## src/sv/utf8sd_pkg.sv

```systemverilog
`default_nettype none
package utf8sd_pkg;

	localparam int unsigned CpW = 21;
	localparam int unsigned CntW = 3;

	localparam logic [7:0] MaskTop1 = 8'h80;
	localparam logic [7:0] MaskTop2 = 8'hC0;
	localparam logic [7:0] MaskTop3 = 8'hE0;
	localparam logic [7:0] MaskTop4 = 8'hF0;
	localparam logic [7:0] MaskTop5 = 8'hF8;
	localparam logic [7:0] PatCont = 8'h80;
	localparam logic [7:0] PatLead2 = 8'hC0;
	localparam logic [7:0] PatLead3 = 8'hE0;
	localparam logic [7:0] PatLead4 = 8'hF0;
	localparam logic [7:0] PayLead2 = 8'h1F;
	localparam logic [7:0] PayLead3 = 8'h0F;
	localparam logic [7:0] PayLead4 = 8'h07;
	localparam logic [7:0] PayCont = 8'h3F;

	typedef struct packed {
		logic [CpW-1:0]  code_point;
		logic [CntW-1:0] byte_count;
		logic            truncated;
		logic            bad_lead;
		logic            last;
	} res_t;

endpackage
`default_nettype wire

```

## src/sv/utf8_stream_decoder.sv

```systemverilog
// a byte is held in the input stage until the result queue has room for its results
// throughput: one byte per cycle; a byte that closes a cut-short sequence and emits
// itself gives two results, and the single master port then drains one per cycle
// the two-entry result queue lets a byte be taken while earlier results wait
// reset (arst_n low, asynchronous): no sequence open, queue empty, input stage empty
`default_nettype none
module utf8_stream_decoder (
	input  wire logic        clk,
	input  wire logic        arst_n,
	input  wire logic        s_axis_tvalid,
	output logic             s_axis_tready,
	input  wire logic [7:0]  s_axis_tdata,   // byte_in[7:0]
	output logic             m_axis_tvalid,
	input  wire logic        m_axis_tready,
	output logic [23:0]      m_axis_tdata,   // code_point[20:0], byte_count[23:21]
	output logic [1:0]       m_axis_tuser,   // truncated[0], bad_lead[1]
	output logic             m_axis_tlast
);

	localparam int unsigned CpW = utf8sd_pkg::CpW;
	localparam int unsigned CntW = utf8sd_pkg::CntW;

	// input stage
	logic       valid_s1;
	logic [7:0] byte_s1;

	// decoder state
	logic [CpW-1:0]  pv_q;
	logic [1:0]      need_q;
	logic [CntW-1:0] taken_q;

	// result queue, slot 0 is the head
	utf8sd_pkg::res_t slot0_q, slot1_q;
	logic [1:0]       cnt_q;

	// decode
	logic             is_cont, open, lead_emit;
	logic [1:0]       n_res;
	utf8sd_pkg::res_t r0, r1, lead_res;
	logic [CpW-1:0]   pv_d, pv_shift;
	logic [1:0]       need_d;
	logic [CntW-1:0]  taken_d, taken_inc;
	logic             process;

	// queue control
	logic             pop;
	logic [1:0]       cnt_pop, cnt_d;
	utf8sd_pkg::res_t e0, e1;

	always_comb begin
		is_cont   = (byte_s1 & utf8sd_pkg::MaskTop2) == utf8sd_pkg::PatCont;
		open      = need_q != 2'd0;
		pv_shift  = {pv_q[CpW-7:0], byte_s1[5:0]};
		taken_inc = taken_q + CntW'(1);

		lead_res.code_point = CpW'(byte_s1);
		lead_res.byte_count = CntW'(1);
		lead_res.truncated  = 1'b0;
		lead_res.bad_lead   = 1'b0;
		lead_res.last       = 1'b1;

		r0 = lead_res;
		r1 = lead_res;
		n_res = 2'd0;
		lead_emit = 1'b0;
		pv_d = pv_q;
		need_d = need_q;
		taken_d = taken_q;

		if (open && is_cont) begin
			pv_d    = pv_shift;
			taken_d = taken_inc;
			need_d  = need_q - 2'd1;
			if (need_q == 2'd1) begin
				r0.code_point = pv_shift;
				r0.byte_count = taken_inc;
				n_res   = 2'd1;
				pv_d    = '0;
				taken_d = '0;
			end
		end else begin
			pv_d    = '0;
			need_d  = 2'd0;
			taken_d = '0;
			if (!byte_s1[7]) begin
				lead_emit = 1'b1;
			end else if ((byte_s1 & utf8sd_pkg::MaskTop3) == utf8sd_pkg::PatLead2) begin
				pv_d    = CpW'(byte_s1 & utf8sd_pkg::PayLead2);
				need_d  = 2'd1;
				taken_d = CntW'(1);
			end else if ((byte_s1 & utf8sd_pkg::MaskTop4) == utf8sd_pkg::PatLead3) begin
				pv_d    = CpW'(byte_s1 & utf8sd_pkg::PayLead3);
				need_d  = 2'd2;
				taken_d = CntW'(1);
			end else if ((byte_s1 & utf8sd_pkg::MaskTop5) == utf8sd_pkg::PatLead4) begin
				pv_d    = CpW'(byte_s1 & utf8sd_pkg::PayLead4);
				need_d  = 2'd3;
				taken_d = CntW'(1);
			end else begin
				lead_emit = 1'b1;
				lead_res.bad_lead = 1'b1;
			end
			r1 = lead_res;
			if (open) begin
				r0.code_point = pv_q;
				r0.byte_count = taken_q;
				r0.truncated  = 1'b1;
				r0.bad_lead   = 1'b0;
				r0.last       = !lead_emit;
				n_res = lead_emit ? 2'd2 : 2'd1;
			end else begin
				r0 = lead_res;
				n_res = lead_emit ? 2'd1 : 2'd0;
			end
		end
	end

	assign m_axis_tvalid = cnt_q != 2'd0;
	assign pop           = m_axis_tvalid && m_axis_tready;
	assign cnt_pop       = cnt_q - {1'b0, pop};
	assign process       = valid_s1 && ({1'b0, n_res} <= (3'd2 - {1'b0, cnt_pop}));
	assign s_axis_tready = !valid_s1 || process;

	always_comb begin
		e0 = pop ? slot1_q : slot0_q;
		e1 = slot1_q;
		cnt_d = cnt_pop;
		if (process && n_res != 2'd0) begin
			if (cnt_pop == 2'd0) begin
				e0 = r0;
				e1 = r1;
			end else begin
				e1 = r0;
			end
			cnt_d = cnt_pop + n_res;
		end
	end

	always_ff @(posedge clk or negedge arst_n) begin
		if (!arst_n) begin
			valid_s1 <= 1'b0;
			pv_q     <= '0;
			need_q   <= 2'd0;
			taken_q  <= '0;
			cnt_q    <= 2'd0;
		end else begin
			if (s_axis_tready) begin
				valid_s1 <= s_axis_tvalid;
			end
			if (process) begin
				pv_q    <= pv_d;
				need_q  <= need_d;
				taken_q <= taken_d;
			end
			cnt_q <= cnt_d;
		end
	end

	always_ff @(posedge clk) begin
		if (s_axis_tready && s_axis_tvalid) begin
			byte_s1 <= s_axis_tdata;
		end
		slot0_q <= e0;
		slot1_q <= e1;
	end

	assign m_axis_tdata = {slot0_q.byte_count, slot0_q.code_point};
	assign m_axis_tuser = {slot0_q.bad_lead, slot0_q.truncated};
	assign m_axis_tlast = slot0_q.last;

endmodule
`default_nettype wire

```

## config.mk

```make
export PLATFORM = sky130hd
export DESIGN_NAME = utf8_stream_decoder
export DESIGN_NICKNAME = d
export VERILOG_FILES = /design/src/sv/utf8sd_pkg.sv /design/src/sv/utf8_stream_decoder.sv
export SDC_FILE = /design/constraint.sdc
export NUM_CORES = 1
export LEC_CHECK = 0
export BUFFER_PORTS_ARGS = -buffer_cell sky130_fd_sc_hd__buf_2
export CORE_MARGIN = 5
export CORE_UTILIZATION = 59
export CTS_CLUSTER_DIAMETER = 50
export CTS_CLUSTER_SIZE = 24
export DETAILED_ROUTE_END_ITERATION = 8
export HOLD_SLACK_MARGIN = 0.08
export MAX_ROUTING_LAYER = met4
export PLACE_DENSITY_LB_ADDON = 0.05
export SLEW_MARGIN = 0
export SYNTH_ARGS = -nofsm -noshare
export SYNTH_HDL_FRONTEND = slang
export SYNTH_SLANG_ARGS = --single-unit
```

## constraint.sdc

```tcl
create_clock -name clk -period 7.4 [get_ports clk]
set_input_delay 0 -clock clk [delete_from_list [all_inputs] [get_ports clk]]
set_output_delay 0 -clock clk [all_outputs]
set_load 0.02 [all_outputs]
```

==> flow_metrics.tcl, run 1 <==
set metrics [dict create \
    outcome "finished, final reports clean" \
    antenna_found_initial 0 \
    synth_nets 381 \
    met3_usage 0.03825 \
    layout.nets 423 \
    wl_per_cell_um 16.72 \
    layoutNonFillerInstCount 507 \
    p_int_uw 1383 \
    endpoint_kind "flop" \
    cts.sinks 91 \
    power_uw 2355 \
    ios 41 \
    peakVddDrop_mv 0.3138 \
    drv_slew 0 \
    drt_iter0_drc 177 \
    yosysWarnings 0 \
    yosysMostFrequentCell "mux2i_1" \
    syn_to_final_growth_pct 12.54 \
    clkSlewWorstSetupHoldPaths_ns 0.09 \
    synthCells 361 \
    synth_area_per_cell_um2 11.80 \
    hp-class "in -> async" \
    yosys-top-cells-count "73 x mux2i_1, 35 x edfxtp_1, 32 x nor2_1" \
    layout-drive-gt1-share 0.2010 \
    worst_pin_slew_ns 1.314 \
    fp.dieW_um 94.98 \
    min_period_over_period 0.5701 \
    critical_path_class "reg -> reg" \
    gr-max-usage-layer "met2" \
    rsz0062_at_grt "false" \
    start_util 0.5969 \
    power_leakage_uw 0.002282 \
    switching_share 0.4126 \
    clockBufferDepth 2 \
    start_kind "flop" \
    crit_fanout 28 \
    p_seq_frac 0.378 \
    synth_area_leaders "edfxtp_1 25%, mux2i_1 17%, dfrtp_1 17%, dfxtp_1 13%, mux2_2 3.4%" \
    drtPass1Iterations 4 \
    fin_skew_ns 0.01122 \
    combPwrFrac 0.480 \
    yosysSeqAreaShare 0.5439 \
    num_rows 31 \
    fmax_mhz 237.0 \
    grt_overflow 0 \
    synth-edff-count 35 \
    grt_max_degree 30 \
    synth.largest_area_cell "edfxtp_1" \
    viasPerCell 5.606 \
    die_area_um2 9020 \
    maxCapViolCount 0 \
    slowest_delay_ns 0.66 \
    numPortBuffers 40 \
    power_density_nw_per_um2 491.1 \
    cts.htree.levels 3 \
    post-route-min-period_ns 4.219 \
    hold_violations 0 \
    r2r_cells 14 \
    drc 0 \
    tns_ns 0 \
    wl_mm 8.476 \
    use_met2 0.3329 \
    ys_ff_latch 91 \
    clock-root-buffer "clkbuf_8" \
    postSynth.asyncResetShare 0.3187 \
    synth_ff_type "edfxtp_1" \
    switchingPower_uw 971.5 \
    setup_viol 0 \
    dp_hpwl_mm 5.654 \
    worst_path_max_delay_cell "a211oi_4" \
    dp.cells 481 \
    synth_area_um2 4260 \
    ant_nets 0 \
    die_y_um 94.98 \
    coreArea_um2 7137 \
    synth_top_cell_area_share 0.2467 \
    grt_usage 0.2116 \
    max_slew_margin 0.1237 \
    crit_chain "or2_2 -> nand2_1 -> inv_1 -> ha_1 -> inv_1 -> ha_1 -> ha_1 -> inv_1 -> a2111oi_0 -> a311oi_2 -> o21ai_2 -> buf_4 -> a211oi_4 -> buf_4" \
    synth_cell_types 45 \
    n_antenna_cell 0 \
    globalRouteMet1Util 0.2735 \
    vias 2842 \
    cts-buffers-inserted 9 \
    path_buf_inv 5 \
    required_ns 7.45 \
    cp.depth 14 \
    utilization 0.6718 \
    first_global_vias 2761 \
    gp_congestion 0.8525 \
    arrival_ns 4.27 \
    clock_latency_ns 0.36 \
    cts_tree "yes" \
    grt_pass1_wl_mm 13.89 \
    pwr-share-clk 0.142 \
    cts-resized-gates 0 \
    timing.critical_path.max_delay_family "compound AO/OA/AOI/OAI gates" \
]
[kinds of logic (layout without fill, tap and decap cells)]
kind of cell | count (synthesis) | in the layout | synth area share
multiplexers | 89 | 89 | 0.2164
flip-flops | 91 | 91 | 0.5439
buffers and inverters | 48 | 95 | 0.05550
AND/OR/NAND/NOR | 68 | 68 | 0.06726
adder cells (fa/ha/maj) | 8 | 8 | 0.02350
AO/OA/AOI/OAI | 55 | 55 | 0.08928
XOR/XNOR | 2 | 2 | 0.004112
[routing by layer]
layer  share of wire  vias up
li1                -     1360
met1            0.45     1391
met2            0.49       78
met3           0.047       13
met4           0.020        0
met5               0        -
[worst paths after layout]
| kind | from | endpoint | slack (ns) |
|---|---|---|---|
| max in group asynchronous | arst_n | taken_q[1] | 6.72 |
| min in group clk | m_axis_tready | cnt_q[1] | 0.26 |
| max | cnt_q[1] | slot1_q[0] | 3.18 |
| min reg2reg | pv_q[19] | pv_q[19] | 0.52 |
| min | arst_n | cnt_q[0] | 0.21 |
| max reg2reg | cnt_q[1] | slot1_q[0] | 3.18 |
[through the flow]
stage	area [µm²]	worst slack, ns	hold WS, ns
CTS	4795	3.133	0.2268
floorplan	4260	1.336	-0.2956
global placement	4502	3.332	0.06819
detailed placement	4502	3.171	0.07698
global route	4795	2.919	0.2779
finish	4795	3.181	0.2148
[registers in the layout, indices dropped and copies added, names as in the netlist]
name          cells
m_axis_tlast      1
m_axis_tdata     24
slot1_q          27
m_axis_tuser      2
need_q            2
taken_q           3
byte_s1           8
cnt_q             2
valid_s1          1
pv_q             21
[layout by cell type, fill, tap and decap left out, types with 2 or more instances in the layout]
| cell | Yosys | layout |
|---|---|---|
| dlygate4sd3_1 | 0 | 10 |
| clkinv_2 | 0 | 2 |
| o221ai_1 | 2 | 2 |
| nand2_1 | 26 | 26 |
| a21boi_0 | 2 | 2 |
| mux2_2 | 13 | 13 |
| clkbuf_8 | 0 | 9 |
| mux2i_1 | 73 | 73 |
| edfxtp_1 | 35 | 35 |
| inv_1 | 25 | 25 |
| a21o_1 | 3 | 3 |
| o22ai_1 | 2 | 2 |
| mux2_4 | 3 | 3 |
| nor2_1 | 32 | 32 |
| or3_1 | 2 | 2 |
| buf_4 | 1 | 4 |
| a22oi_1 | 15 | 15 |
| o21ai_0 | 8 | 8 |
| dfxtp_1 | 27 | 27 |
| buf_2 | 3 | 40 |
| ha_1 | 8 | 8 |
| a31oi_1 | 2 | 2 |
| dfrtp_1 | 29 | 29 |
| nand2b_1 | 2 | 2 |
| a21oi_1 | 9 | 9 |
[worst register-to-register path, cell delays in order, from the launching register on]
cell	delay [ns]
dfrtp_1	0.40
or2_2	0.31
nand2_1	0.09
inv_1	0.04
ha_1	0.36
inv_1	0.11
ha_1	0.30
ha_1	0.20
inv_1	0.09
a2111oi_0	0.08
a311oi_2	0.55
o21ai_2	0.07
buf_4	0.28
a211oi_4	0.67
buf_4	0.36
[power groups by stage]
| stage | clock network (µW) | logic (µW) | registers (µW) |
|---|---|---|---|
| 3_3_place_gp | 0 | 1110 | 892 |
| 4_1_cts | 337 | 1150 | 892 |
| 6_report | 333 | 1130 | 890 |
| 3_5_place_dp | 0 | 1140 | 902 |
| 5_1_grt | 361 | 1240 | 916 |
| 2_1_floorplan | 0 | 826 | 963 |
[area by class of cell]
class | count | area (µm²)
clock buffer | 10 | 127.6
inverter | 25 | 93.84
clock inverter | 6 | 65.06
timing repair buffer | 54 | 330.3
tap | 99 | 123.9
sequential | 91 | 2317
fill | 567 | 2342
multi-input combinational | 222 | 1737
[repair_timing]
action | in CTS | in global routing
hold buffers | 10 | 0
endpoints found under the hold margin | 38 | 0
setup buffers | 0 | 0
(Power assumes the default switching activity.)
==> inputs of run 2 (changes only) <==
ABC_AREA = 1   (was default)
CORE_UTILIZATION = 60   (was 59)
clock period = 4.3 ns   (was 7.4 ns; I/O delays follow)
==> flow_metrics.tcl, run 2 <==
set metrics [dict create \
    hp-class "in -> async" \
    fp.dieW_um 100.1 \
    coreArea_um2 7807 \
    n_antenna_cell 0 \
    vias 4356 \
    slowest_delay_ns 0.43 \
    gp_congestion 0.9446 \
    start_kind "flop" \
    r2r_end "taken_q[2]" \
    cts-buffers-inserted 9 \
    dp.cells 764 \
    yosysSeqAreaShare 0.4760 \
    hold_violations 0 \
    reg2reg_slack_ns 0.86 \
    antenna_found_initial 0 \
    synth-edff-count 35 \
    mostFrequentLayoutCells "356 x nand2_1, 51 x nand4_1, 40 x buf_2, 35 x edfxtp_1, 30 x o21ai_0" \
    rsz0062_at_grt "false" \
    arrival_ns 3.69 \
    yosysMostFrequentCell "nand2_1" \
    grt_overflow 0 \
    syn_to_final_growth_pct 9.201 \
    numPortBuffers 40 \
    crit_chain "inv_1 -> nand2_1 -> nand2_2 -> inv_2 -> ha_1 -> inv_1 -> ha_1 -> ha_1 -> inv_1 -> nor2_1 -> nand3_2 -> nand2_4 -> nand2_4 -> nand2_1 -> nand2_1" \
    outcome "finished, final reports clean" \
    crit_fanout 50 \
    ios 41 \
    wl_per_cell_um 14.66 \
    synth_cell_types 28 \
    grt_pass1_wl_mm 19.73 \
    fmax_mhz 290.9 \
    min_period_over_period 0.7994 \
    yosys-top-cells-count "356 x nand2_1, 51 x nand4_1, 35 x edfxtp_1" \
    grt_max_degree 55 \
    grt_usage 0.2525 \
    die_area_um2 10020 \
    ff_latch_area_um2 2317 \
    required_ns 4.55 \
    fin_skew_ns 0.01389 \
    cp-endpoint "taken_q[2]" \
    clock-root-buffer "clkbuf_8" \
    drt_iter0_drc 333 \
    ant_nets 0 \
    synthCells 653 \
    clock_latency_ns 0.36 \
    tns_ns 0 \
    worst_pin_slew_ns 1.169 \
    layout_commonest_cell "nand2_1" \
    drc 0 \
    drv_slew 0 \
    endpoint_kind "flop" \
    max_slew_margin 0.2200 \
    clockBufferDepth 2 \
    synth_nets 673 \
    synth_area_leaders "nand2_1 27%, edfxtp_1 22%, dfrtp_1 15%, dfxtp_1 11%, nand4_1 6.6%" \
    maxCapViolCount 0 \
    drtPass1Iterations 5 \
    dp_slack_ns 0.8974 \
    num_rows 32 \
    layoutNonFillerInstCount 790 \
    viasPerCell 5.514 \
    clkSlewWorstSetupHoldPaths_ns 0.09 \
    r2r_cells 15 \
    wl_mm 11.59 \
    crit_start "cnt_q[1]" \
    synth_area_um2 4868 \
    synth_top_cell_area_share 0.2745 \
    cts.sinks 91 \
    r2r_start "cnt_q[1]" \
    layout-drive-gt1-share 0.1119 \
    top_register "slot1_q" \
    worst_path_max_delay_cell "nand2_4" \
    fillers 672 \
    cts.htree.levels 3 \
    die_y_um 100.1 \
    synth_ff_type "edfxtp_1" \
    layout.nets 703 \
    start_util 0.6236 \
    synth_area_per_cell_um2 7.455 \
    critical_path_class "reg -> reg" \
    largest_reg_flops 27 \
    dp_hpwl_mm 7.551 \
    ys_ff_latch 91 \
    setup_viol 0 \
    post-route-min-period_ns 3.437 \
    fin_ws_ns 0.8628 \
    postSynth.asyncResetShare 0.3187 \
    multiInputGateArea_um2 2210 \
    cts_tree "yes" \
    synth.largest_area_cell "nand2_1" \
    yosysWarnings 0 \
    first_global_vias 4036 \
]
run 2: final cells by class:
type / instances / share of cell area
Timing Repair Buffer: 56 / 0.06496
Inverter: 32 / 0.02306
Tap cell: 102 / 0.02401
Sequential cell: 91 / 0.4359
Multi-Input combinational cell: 493 / 0.4156
Clock inverter: 5 / 0.01177
Clock buffer: 11 / 0.02471
run 2: logic make-up after synthesis:
group | after synthesis | synth area share
flops | 91 | 0.4760
xor+xnor | 1 | 0.001799
fa+ha+maj | 8 | 0.02056
simple gates | 433 | 0.3786
compound gates | 51 | 0.05294
buf+inv | 69 | 0.07016
run 2: per-layer routing:
layer / part of all wire / up-vias / routed length [µm] / GRT usage
met2: 0.45 / 175 / 5230 / 0.3874
met4: 0.015 / 0 / 179 / 0.06528
met3: 0.072 / 16 / 838 / 0.04309
met1: 0.46 / 1977 / 5337 / 0.3510
met5: 0 / - / 0 / -
li1: - / 2188 / - / -
run 2: critical path: cells and delay by family, from the launching register on:
family                   cells  cell delay (ns)
flip-flops                   1             0.35
buffers and inverters        4             0.61
adder cells (fa/ha/maj)      3             0.92
AND/OR/NAND/NOR              8             1.41
run 2: worst min-delay path by stage:
| stage | slack, ns | end | startpoint |
|---|---|---|---|
| 6_report | 0.19 | pv_q[18] | arst_n |
| 3_3_place_gp | 0.07 | pv_q[18] | arst_n |
| 3_5_place_dp | 0.07 | pv_q[18] | arst_n |
| 2_1_floorplan | -0.30 | cnt_q[0] | arst_n |
| 4_1_cts | 0.21 | pv_q[18] | arst_n |
| 5_1_grt | 0.25 | pv_q[18] | arst_n |
run 2: through the flow:
step | utilization | instance area (µm²) | hold WS [ns]
after floorplan | - | 4868 | -0.2956
after global placement | 0.6433 | 5022 | 0.07379
after detailed placement | 0.6433 | 5022 | 0.06733
after CTS | 0.6809 | 5316 | 0.2098
after global routing | 0.6809 | 5316 | 0.2550
final | 0.6809 | 5316 | 0.1936
run 2: repair_timing:
item | in CTS | in global routing
hold buffers | 10 | 0
buffers inserted | 0 | 0
gates resized for setup | 0 | 0
hold endpoints to repair | 38 | 0
Power of run 2 is not shown: default switching activity piles up to over one toggle a cycle in this logic, so the estimate is an artifact.
